## config.mk

```make
export PLATFORM = sky130hd
export DESIGN_NAME = binary_to_decimal_ascii
export DESIGN_NICKNAME = d
export VERILOG_FILES = /design/src/rtl/b2da_pkg.sv /design/src/rtl/b2da_cell.sv /design/src/rtl/binary_to_decimal_ascii.sv
export SDC_FILE = /design/constraint.sdc
export NUM_CORES = 1
export LEC_CHECK = 0
export ABC_AREA = 1
export BUFFER_PORTS_ARGS = -buffer_cell sky130_fd_sc_hd__buf_4
export CORE_ASPECT_RATIO = 0.5
export CORE_MARGIN = 3
export CORE_UTILIZATION = 63
export DETAILED_ROUTE_END_ITERATION = 10
export PLACE_DENSITY = 0.92
export REMOVE_ABC_BUFFERS = 1
export SLEW_MARGIN = 20
export SYNTH_ARGS = -nofsm -noshare
export SYNTH_HDL_FRONTEND = slang
export SYNTH_SLANG_ARGS = --single-unit
```

## constraint.sdc

```tcl
create_clock -name clk -period 2.32 [get_ports clk]
set_input_delay 0.464 -clock clk [delete_from_list [all_inputs] [get_ports clk]]
set_output_delay 0.464 -clock clk [all_outputs]
set_load 0.005 [all_outputs]
```

## src/rtl/b2da_pkg.sv

```systemverilog
package b2da_pkg;

    // input value width and number of decimal digits it can need
    localparam int IN_WIDTH   = 16;
    localparam int NUM_DIGITS = 5;

    localparam int DIGIT_W = 4;
    localparam int CHAR_W  = 6;
    localparam int CNT_W   = $clog2(IN_WIDTH);
    localparam int POS_W   = $clog2(NUM_DIGITS);

    // ascii code of '0'
    localparam logic [CHAR_W-1:0] DIGIT_BASE = 6'd48;

    // control shared by every cell of the chain
    typedef struct packed {
        logic clear;
        logic dabble;
        logic advance;
    } cell_ctrl_t;

endpackage

```

## src/rtl/b2da_cell.sv

```systemverilog
module b2da_cell (
    input  logic                                clk,
    input  logic                                rst_n,
    input  b2da_pkg::cell_ctrl_t                ctrl,
    input  logic                                bit_in,
    input  logic [b2da_pkg::DIGIT_W-1:0]        digit_in,
    output logic                                bit_out,
    output logic [b2da_pkg::DIGIT_W-1:0]        digit
);

    logic [b2da_pkg::DIGIT_W-1:0] digit_reg;
    logic [b2da_pkg::DIGIT_W-1:0] digit_next;
    logic [b2da_pkg::DIGIT_W-1:0] adjusted;

    // add three when the digit would overflow on the next doubling
    assign adjusted = (digit_reg >= 4'd5) ? (digit_reg + 4'd3) : digit_reg;
    assign bit_out  = adjusted[b2da_pkg::DIGIT_W-1];
    assign digit    = digit_reg;

    // next digit: clear, shift in one bit, take the neighbor's digit, or hold
    always_comb
    begin
        priority if (ctrl.clear)
        begin
            digit_next = '0;
        end
        else if (ctrl.dabble)
        begin
            digit_next = {adjusted[b2da_pkg::DIGIT_W-2:0], bit_in};
        end
        else if (ctrl.advance)
        begin
            digit_next = digit_in;
        end
        else
        begin
            digit_next = digit_reg;
        end
    end

    always_ff @(posedge clk or negedge rst_n)
    begin
        if (!rst_n)
        begin
            digit_reg <= '0;
        end
        else
        begin
            digit_reg <= digit_next;
        end
    end

    // each cell always holds a valid decimal digit
    a_digit_range: assert property (@(posedge clk) disable iff (!rst_n)
        digit_reg <= 4'd9)
        else $error("cell digit out of decimal range");

endmodule

```

## src/rtl/binary_to_decimal_ascii.sv

```systemverilog
// Converts an unsigned 16-bit number into its decimal ASCII digits, most
// significant first, with leading zeros dropped (zero gives a single '0').
// A request is taken when start is high while busy is low. The value is
// shifted one bit at a time through a chain of five BCD digit cells, then
// the chain advances one digit a cycle through all five positions, for any
// value. Each character appears on digit_char for exactly one cycle with
// strobe high, one to five per request, and last_digit marks the final one;
// the receiver must take every strobed character as it comes, since nothing
// holds it. Busy falls in the cycle that strobes the last character, so the
// next request may start then.
module binary_to_decimal_ascii (
    input  logic                               clk,
    input  logic                               rst_n,
    input  logic                               start,
    output logic                               busy,
    input  logic [b2da_pkg::IN_WIDTH-1:0]      number_value,
    output logic                               strobe,
    output logic [b2da_pkg::CHAR_W-1:0]        digit_char,
    output logic                               last_digit
);

    typedef enum logic [1:0] {
        ST_IDLE,
        ST_CONVERT,
        ST_EMIT
    } state_t;

    state_t                               state_reg;
    logic [b2da_pkg::IN_WIDTH-1:0]        bin_reg;
    logic [b2da_pkg::CNT_W-1:0]           count_reg;
    logic [b2da_pkg::POS_W-1:0]           pos_reg;
    logic                                 started_reg;
    logic                                 strobe_reg;
    logic [b2da_pkg::CHAR_W-1:0]          digit_char_reg;
    logic                                 last_digit_reg;

    b2da_pkg::cell_ctrl_t                 ctrl;
    logic [b2da_pkg::NUM_DIGITS-1:0]      bit_chain;
    logic [b2da_pkg::DIGIT_W-1:0]         digits [b2da_pkg::NUM_DIGITS];
    logic [b2da_pkg::DIGIT_W-1:0]         top_digit;
    logic                                 take;
    logic                                 last_pos;
    logic                                 emit_now;

    assign take      = start && !busy;
    assign busy      = (state_reg != ST_IDLE);
    assign top_digit = digits[b2da_pkg::NUM_DIGITS-1];
    assign last_pos  = (pos_reg == b2da_pkg::POS_W'(b2da_pkg::NUM_DIGITS - 1));
    assign emit_now  = (state_reg == ST_EMIT)
                       && ((top_digit != '0) || started_reg || last_pos);

    // chain control
    always_comb
    begin
        ctrl.clear   = take;
        ctrl.dabble  = (state_reg == ST_CONVERT);
        ctrl.advance = (state_reg == ST_EMIT);
    end

    // digit cells, index 0 is the ones digit
    for (genvar i = 0; i < b2da_pkg::NUM_DIGITS; i++)
    begin : g_cell
        logic                         cell_bit_in;
        logic [b2da_pkg::DIGIT_W-1:0] cell_digit_in;

        if (i == 0)
        begin : g_first
            assign cell_bit_in   = bin_reg[b2da_pkg::IN_WIDTH-1];
            assign cell_digit_in = '0;
        end
        else
        begin : g_rest
            assign cell_bit_in   = bit_chain[i-1];
            assign cell_digit_in = digits[i-1];
        end

        b2da_cell u_cell (
            .clk      (clk),
            .rst_n    (rst_n),
            .ctrl     (ctrl),
            .bit_in   (cell_bit_in),
            .digit_in (cell_digit_in),
            .bit_out  (bit_chain[i]),
            .digit    (digits[i])
        );
    end

    // sequencer and registered result
    always_ff @(posedge clk or negedge rst_n)
    begin
        if (!rst_n)
        begin
            state_reg      <= ST_IDLE;
            bin_reg        <= '0;
            count_reg      <= '0;
            pos_reg        <= '0;
            started_reg    <= 1'b0;
            strobe_reg     <= 1'b0;
            digit_char_reg <= '0;
            last_digit_reg <= 1'b0;
        end
        else
        begin
            strobe_reg     <= emit_now;
            last_digit_reg <= emit_now && last_pos;
            digit_char_reg <= b2da_pkg::DIGIT_BASE + b2da_pkg::CHAR_W'(top_digit);
            unique case (state_reg)
                ST_IDLE:
                begin
                    if (take)
                    begin
                        bin_reg     <= number_value;
                        count_reg   <= '0;
                        pos_reg     <= '0;
                        started_reg <= 1'b0;
                        state_reg   <= ST_CONVERT;
                    end
                end
                ST_CONVERT:
                begin
                    bin_reg   <= {bin_reg[b2da_pkg::IN_WIDTH-2:0], 1'b0};
                    count_reg <= count_reg + 1'b1;
                    if (count_reg == b2da_pkg::CNT_W'(b2da_pkg::IN_WIDTH - 1))
                    begin
                        state_reg <= ST_EMIT;
                    end
                end
                ST_EMIT:
                begin
                    if (emit_now)
                    begin
                        started_reg <= 1'b1;
                    end
                    pos_reg <= pos_reg + 1'b1;
                    if (last_pos)
                    begin
                        state_reg <= ST_IDLE;
                    end
                end
                default:
                begin
                    state_reg <= ST_IDLE;
                end
            endcase
        end
    end

    assign strobe     = strobe_reg;
    assign digit_char = digit_char_reg;
    assign last_digit = last_digit_reg;

    // strobed characters are decimal digits
    a_char_range: assert property (@(posedge clk) disable iff (!rst_n)
        strobe |-> (digit_char >= b2da_pkg::DIGIT_BASE)
                   && (digit_char <= b2da_pkg::DIGIT_BASE + 6'd9))
        else $error("character outside '0' to '9'");

    // last flag only on a strobed character
    a_last_strobed: assert property (@(posedge clk) disable iff (!rst_n)
        last_digit |-> strobe)
        else $error("last_digit without strobe");

    // once a run starts, characters follow without gaps until the last
    a_no_gap: assert property (@(posedge clk) disable iff (!rst_n)
        strobe && !last_digit |=> strobe)
        else $error("gap inside a digit run");

    // a taken request makes the block busy
    a_take_busy: assert property (@(posedge clk) disable iff (!rst_n)
        start && !busy |=> busy && !strobe)
        else $error("request taken but block not busy");

endmodule
```

==> flow_summary.json, run 1 <==
{
  "outcome": "finished clean",
  "drt-initial-drc-count": 138,
  "cts-root-buf": "clkbuf_8",
  "setup_violations": 0,
  "drt-total-wl_mm": 5.82,
  "synth_seq_area_share_pct": 46.1,
  "layout-drive-gt1-share_pct": 10.6,
  "min_period_ns": 2.00,
  "synth.top_cell.area_share_pct": 46.1,
  "syn_inst": 363,
  "leakagePower_nw": 1.59,
  "synth_edf_count": 0,
  "area_growth_pct": 11.8,
  "synth.avg_cell_area_um2": 7.92,
  "die_h_um": 53.8,
  "synth_ff_type": "dfrtp_1",
  "irDropWorstVdd_mv": 0.601,
  "drc": 0,
  "io_buffers": 27,
  "grt_setup_unrepaired": "false",
  "clkSinkCount": 53,
  "power_density_nw_per_um2": 1380,
  "cts_tree": "built",
  "grt_max_degree": 54,
  "post-route-period-util_pct": 86.1,
  "cp_max_fo": 23,
  "antenna_left": 0,
  "drv_slew": 0,
  "dp_hpwl_mm": 4.08,
  "pin_count": 28,
  "routabilityCongestion": 0.855,
  "cap_violations": 0,
  "die_area_um2": 5460,
  "async_flop_share_pct": 100,
  "die_w_um": 102,
  "p_total_mw": 4.43,
  "synth_area_um2": 2880,
  "vias": 2465,
  "largest_reg_flops": 20,
  "cts_buffers": 5,
  "hold_violations": 0,
  "insertion_delay_ns": 0.31,
  "antennaDiodeCount": 0,
  "hold_path.class": "in -> async",
  "synthDistinctLibCells": 25,
  "postCtsSetupBuffers": 0,
  "wl_met3_um": 340,
  "via_per_inst": 5.58,
  "rows": 16,
  "yosys_warnings": 0,
  "initial_core_util_pct": 69.4,
  "timing.fmax_ghz": 0.501,
  "top_layer": "met4",
  "cp.arrival_ns": 2.23,
  "grt_pass1_vias": 2300,
  "worstSetupEndpointType": "flop",
  "layout_common_cells": "93 x nand2_1, 53 x dfrtp_1, 47 x inv_1, 30 x nand3_1, 30 x buf_4",
  "required_ns": 2.55,
  "cts_resized": 0,
  "pre_cts_ws_ns": 0.371,
  "worstMarginPinSlew_ns": 0.773,
  "critPathLaunchType": "flop",
  "grtUsageTotal_pct": 23.2,
  "overflow": 0,
  "slew_headroom_pct": 48.5,
  "cts_hold_buf": 0,
  "final_nets": 424,
  "grt_pass1_wl_mm": 9.88,
  "firstDrtPassIters": 5,
  "critical_path_class": "reg -> reg",
  "post-route-util_pct": 77.6,
  "htree_levels": 2,
  "final_common_cell": "nand2_1",
  "synth_top_area_cell": "dfrtp_1",
  "clk_pin_slew_ns": 0.10,
  "layout_setup_ws_ns": 0.323,
  "ys_seq_elements": 53,
  "clockBufferDepth": 2,
  "met2_length_mm": 2.71,
  "netlist_top_cells_area": "dfrtp_1 46%, nand2_1 12%, ha_1 7.8%, inv_1 6.1%, nand3_1 5.2%",
  "met1_length_mm": 2.72,
  "core_area_um2": 4140,
  "wl_per_cell_um": 13.2,
  "antenna_found_initial": 0,
  "fin_skew_ns": 0.00436
}
-- kinds of logic (layout without fill, tap and decap cells) --
kind of cell    count (synthesis)  after routing  synth area share [%]
xor+xnor                        2              2                 0.609
compound gates                 69             69                  13.4
simple gates                  160            160                  23.3
flops                          53             53                  46.1
other cells                     1              1                 0.130
fa+ha+maj                      18             18                  7.83
buf+inv                        60             85                  8.66
-- per-layer routing --
layer  vias to the layer above  track usage (%)
li1                       1233                -
met1                      1137             28.5
met2                        88             42.5
met3                         7             5.30
met4                         0             5.74
met5                         -                0
-- cell usage after synthesis (3+ instances only) --
| cell | number |
|---|---|
| nor3_1 | 3 |
| nand2_1 | 93 |
| nand3_1 | 30 |
| dfrtp_1 | 53 |
| nand4_1 | 4 |
| inv_1 | 47 |
| a21oi_1 | 17 |
| o211ai_1 | 4 |
| o21ai_0 | 27 |
| buf_2 | 7 |
| a31oi_1 | 15 |
| nor2_1 | 25 |
| o22ai_1 | 3 |
| buf_4 | 4 |
| ha_1 | 18 |
-- metrics by stage --
| step | instance area, um2 | setup TNS (ns) | std cells | hold WS, ns |
|---|---|---|---|---|
| after floorplan | 2800 | -20.07 | 350 | 0.168 |
| after global placement | 3100 | 0 | 434 | 0.418 |
| after detailed placement | 3100 | 0 | 434 | 0.418 |
| after CTS | 3220 | 0 | 442 | 0.208 |
| after global routing | 3220 | 0 | 442 | 0.223 |
| final | 3220 | 0 | 442 | 0.171 |
-- critical path, stage by stage, from the launching register on --
cell     delay (ns)
dfrtp_1        0.38
inv_1          0.10
ha_1           0.26
o21ai_2        0.64
buf_4          0.32
nor2_1         0.06
a31oi_1        0.14
-- final cells by class --
cell class | count | area [um2]
sequential | 53 | 1330
clock inverter | 1 | 30.0
multi-input combinational | 250 | 1300
clock buffer | 7 | 86.3
fill | 273 | 928
inverter | 47 | 176
timing repair buffer | 30 | 225
tap | 54 | 67.6
-- power breakdown --
group / internal (mW) / switching (mW) / total [mW]
combinational: 0.765 / 1.47 / 2.24
sequential: 1.29 / 0.246 / 1.54
clock: 0.352 / 0.305 / 0.657
-- final timing paths --
kind | from | end | slack, ns | cells after the start
min in group clk | number_value[0] | bin_reg[0]$_DFFE_PN0P_ | 0.41 | 3
worst max register to register | state_reg[0]$_DFFE_PN0P_ | bin_reg[15]$_DFFE_PN0P_ | 0.32 | 6
max in group asynchronous | rst_n | bin_reg[5]$_DFFE_PN0P_ | 1.71 | 1
worst max-delay path | state_reg[0]$_DFFE_PN0P_ | bin_reg[15]$_DFFE_PN0P_ | 0.32 | 6
worst min-delay path | rst_n | g_cell[0].u_cell.digit[1]$_DFFE_PN0P_ | 0.17 | 1
worst min register to register | g_cell[4].u_cell.digit[0]$_DFFE_PN0P_ | digit_char[0]$_DFF_PN0_ | 0.44 | 0
No activity file was read; power rests on OpenSTA's default activity.
==> run 2: changes to the inputs <==
Settings changed: GPL_ROUTABILITY_DRIVEN set to 0, MAX_ROUTING_LAYER set to met4.
==> flow_summary.json, run 2 (same netlist as run 1, synthesis figures left out) <==
{
  "wl_per_cell_um": 13.8,
  "initial_core_util_pct": 69.4,
  "drt-total-wl_mm": 6.11,
  "insertion_delay_ns": 0.31,
  "worstSetupEndpointType": "flop",
  "cts_resized": 0,
  "layout_common_cells": "93 x nand2_1, 53 x dfrtp_1, 47 x inv_1, 30 x nand3_1, 30 x buf_4",
  "postCtsSetupBuffers": 0,
  "worstMarginPinSlew_ns": 0.804,
  "critical_path_class": "reg -> reg",
  "firstDrtPassIters": 5,
  "largest_reg_flops": 20,
  "via_per_inst": 5.67,
  "area_growth_pct": 10.8,
  "finalSetupTns_ns": 0,
  "core_area_um2": 4140,
  "antenna_found_initial": 0,
  "required_ns": 2.55,
  "cp.arrival_ns": 2.20,
  "die_h_um": 53.8,
  "fin_skew_ns": 0.00852,
  "whs_ns": 0.173,
  "r2r_start": "state_reg[0]$_DFFE_PN0P_",
  "cts-root-buf": "clkbuf_8",
  "drc": 0,
  "cap_violations": 0,
  "htree_levels": 2,
  "timing.fmax_ghz": 0.507,
  "drt-initial-drc-count": 170,
  "outcome": "finished clean",
  "nFillCells": 285,
  "multiInputGateArea_um2": 1300,
  "r2r-end": "bin_reg[13]$_DFFE_PN0P_",
  "final_common_cell": "nand2_1",
  "power_density_nw_per_um2": 1360,
  "rows": 16,
  "seq_area_um2": 1330,
  "grt_pass1_wl_mm": 10.4,
  "reg2reg_setup_slack_ns": 0.35,
  "hold_violations": 0,
  "clkSinkCount": 53,
  "hold_path.class": "in -> async",
  "post-route-period-util_pct": 85.0,
  "cp_max_fo": 23,
  "grt_max_degree": 54,
  "leakagePower_nw": 1.57,
  "grt_pass1_vias": 2412,
  "p_total_mw": 4.33,
  "layout-drive-gt1-share_pct": 10.6,
  "setup_violations": 0,
  "cts_tree": "built",
  "post-route-util_pct": 76.9,
  "cts_buffers": 5,
  "drv_slew": 0,
  "die_area_um2": 5460,
  "critPathLaunchType": "flop",
  "pin_count": 28,
  "clockBufferDepth": 2,
  "vias": 2508,
  "dp_hpwl_mm": 4.25,
  "grtUsageTotal_pct": 25.3,
  "die_w_um": 102,
  "irDropWorstVdd_mv": 0.699,
  "cts_hold_buf": 0,
  "grt_setup_unrepaired": "false",
  "clk_pin_slew_ns": 0.09,
  "overflow": 0,
  "min_period_ns": 1.97,
  "antennaDiodeCount": 0,
  "reg2reg_depth": 6,
  "slew_headroom_pct": 46.4,
  "io_buffers": 27,
  "final_nets": 424,
  "antenna_left": 0
}
[run 2: cell types whose count changed in the layout (fill, tap and decap cells not counted)]
| cell | previous run | this run |
|---|---|---|
| clkinvlp_4 | 0 | 2 |
| clkbuf_8 | 6 | 5 |
| bufinv_16 | 1 | 0 |
[run 2: final cells by class]
| class | instances | area share (%) |
|---|---|---|
| clock buffers | 6 | 2.28 |
| clock inverters | 2 | 0.471 |
| inverters | 47 | 5.54 |
| multi-input cells | 250 | 40.9 |
| flip-flops and latches | 53 | 41.6 |
| well taps | 54 | 2.12 |
| repair buffers | 30 | 7.07 |
[run 2: worst max-delay path, stage by stage, from the launching register on]
cell     delay, ns
dfrtp_1       0.36
inv_1         0.09
ha_1          0.26
o21ai_2       0.66
buf_4         0.32
nor2_1        0.06
a31oi_1       0.14
[run 2: metrics by stage]
stage,cell area [um2],setup WS (ns),std cells
floorplan,2800,-1.07,350
global placement,3100,0.488,434
detailed placement,3100,0.367,434
CTS,3190,0.357,442
global route,3190,0.114,442
finish,3190,0.347,442
[run 2: report_power, final]
group / switching, mW / internal [mW] / leakage [nW] / total, mW
Sequential: 0.244 / 1.29 / 0.671 / 1.54
Combinational: 1.52 / 0.762 / 0.863 / 2.28
Clock: 0.306 / 0.213 / 0.0374 / 0.519
Total: 2.07 / 2.27 / 1.57 / 4.33
[run 2: worst max-delay path by stage]
| stage | end | cells past startpoint | from |
|---|---|---|---|
| 2_1_floorplan | count_reg[3]$_DFFE_PN0P_ | 7 | state_reg[1]$_DFFE_PN0P_ |
| 3_3_place_gp | bin_reg[1]$_DFFE_PN0P_ | 6 | state_reg[0]$_DFFE_PN0P_ |
| 3_5_place_dp | bin_reg[13]$_DFFE_PN0P_ | 7 | state_reg[1]$_DFFE_PN0P_ |
| 4_1_cts | bin_reg[1]$_DFFE_PN0P_ | 7 | state_reg[1]$_DFFE_PN0P_ |
| 5_1_grt | bin_reg[2]$_DFFE_PN0P_ | 7 | state_reg[1]$_DFFE_PN0P_ |
| 6_report | bin_reg[13]$_DFFE_PN0P_ | 6 | state_reg[0]$_DFFE_PN0P_ |
[run 2: layer usage]
| metal | GRT usage [%] | share of wire (%) | vias up |
|---|---|---|---|
| met3 | 4.92 | 5.9 | 18 |
| met4 | 7.95 | 2.0 | 0 |
| li1 | - | - | 1229 |
| met1 | 30.4 | 44 | 1166 |
| met2 | 44.2 | 48 | 95 |
| met5 | - | 0 | - |
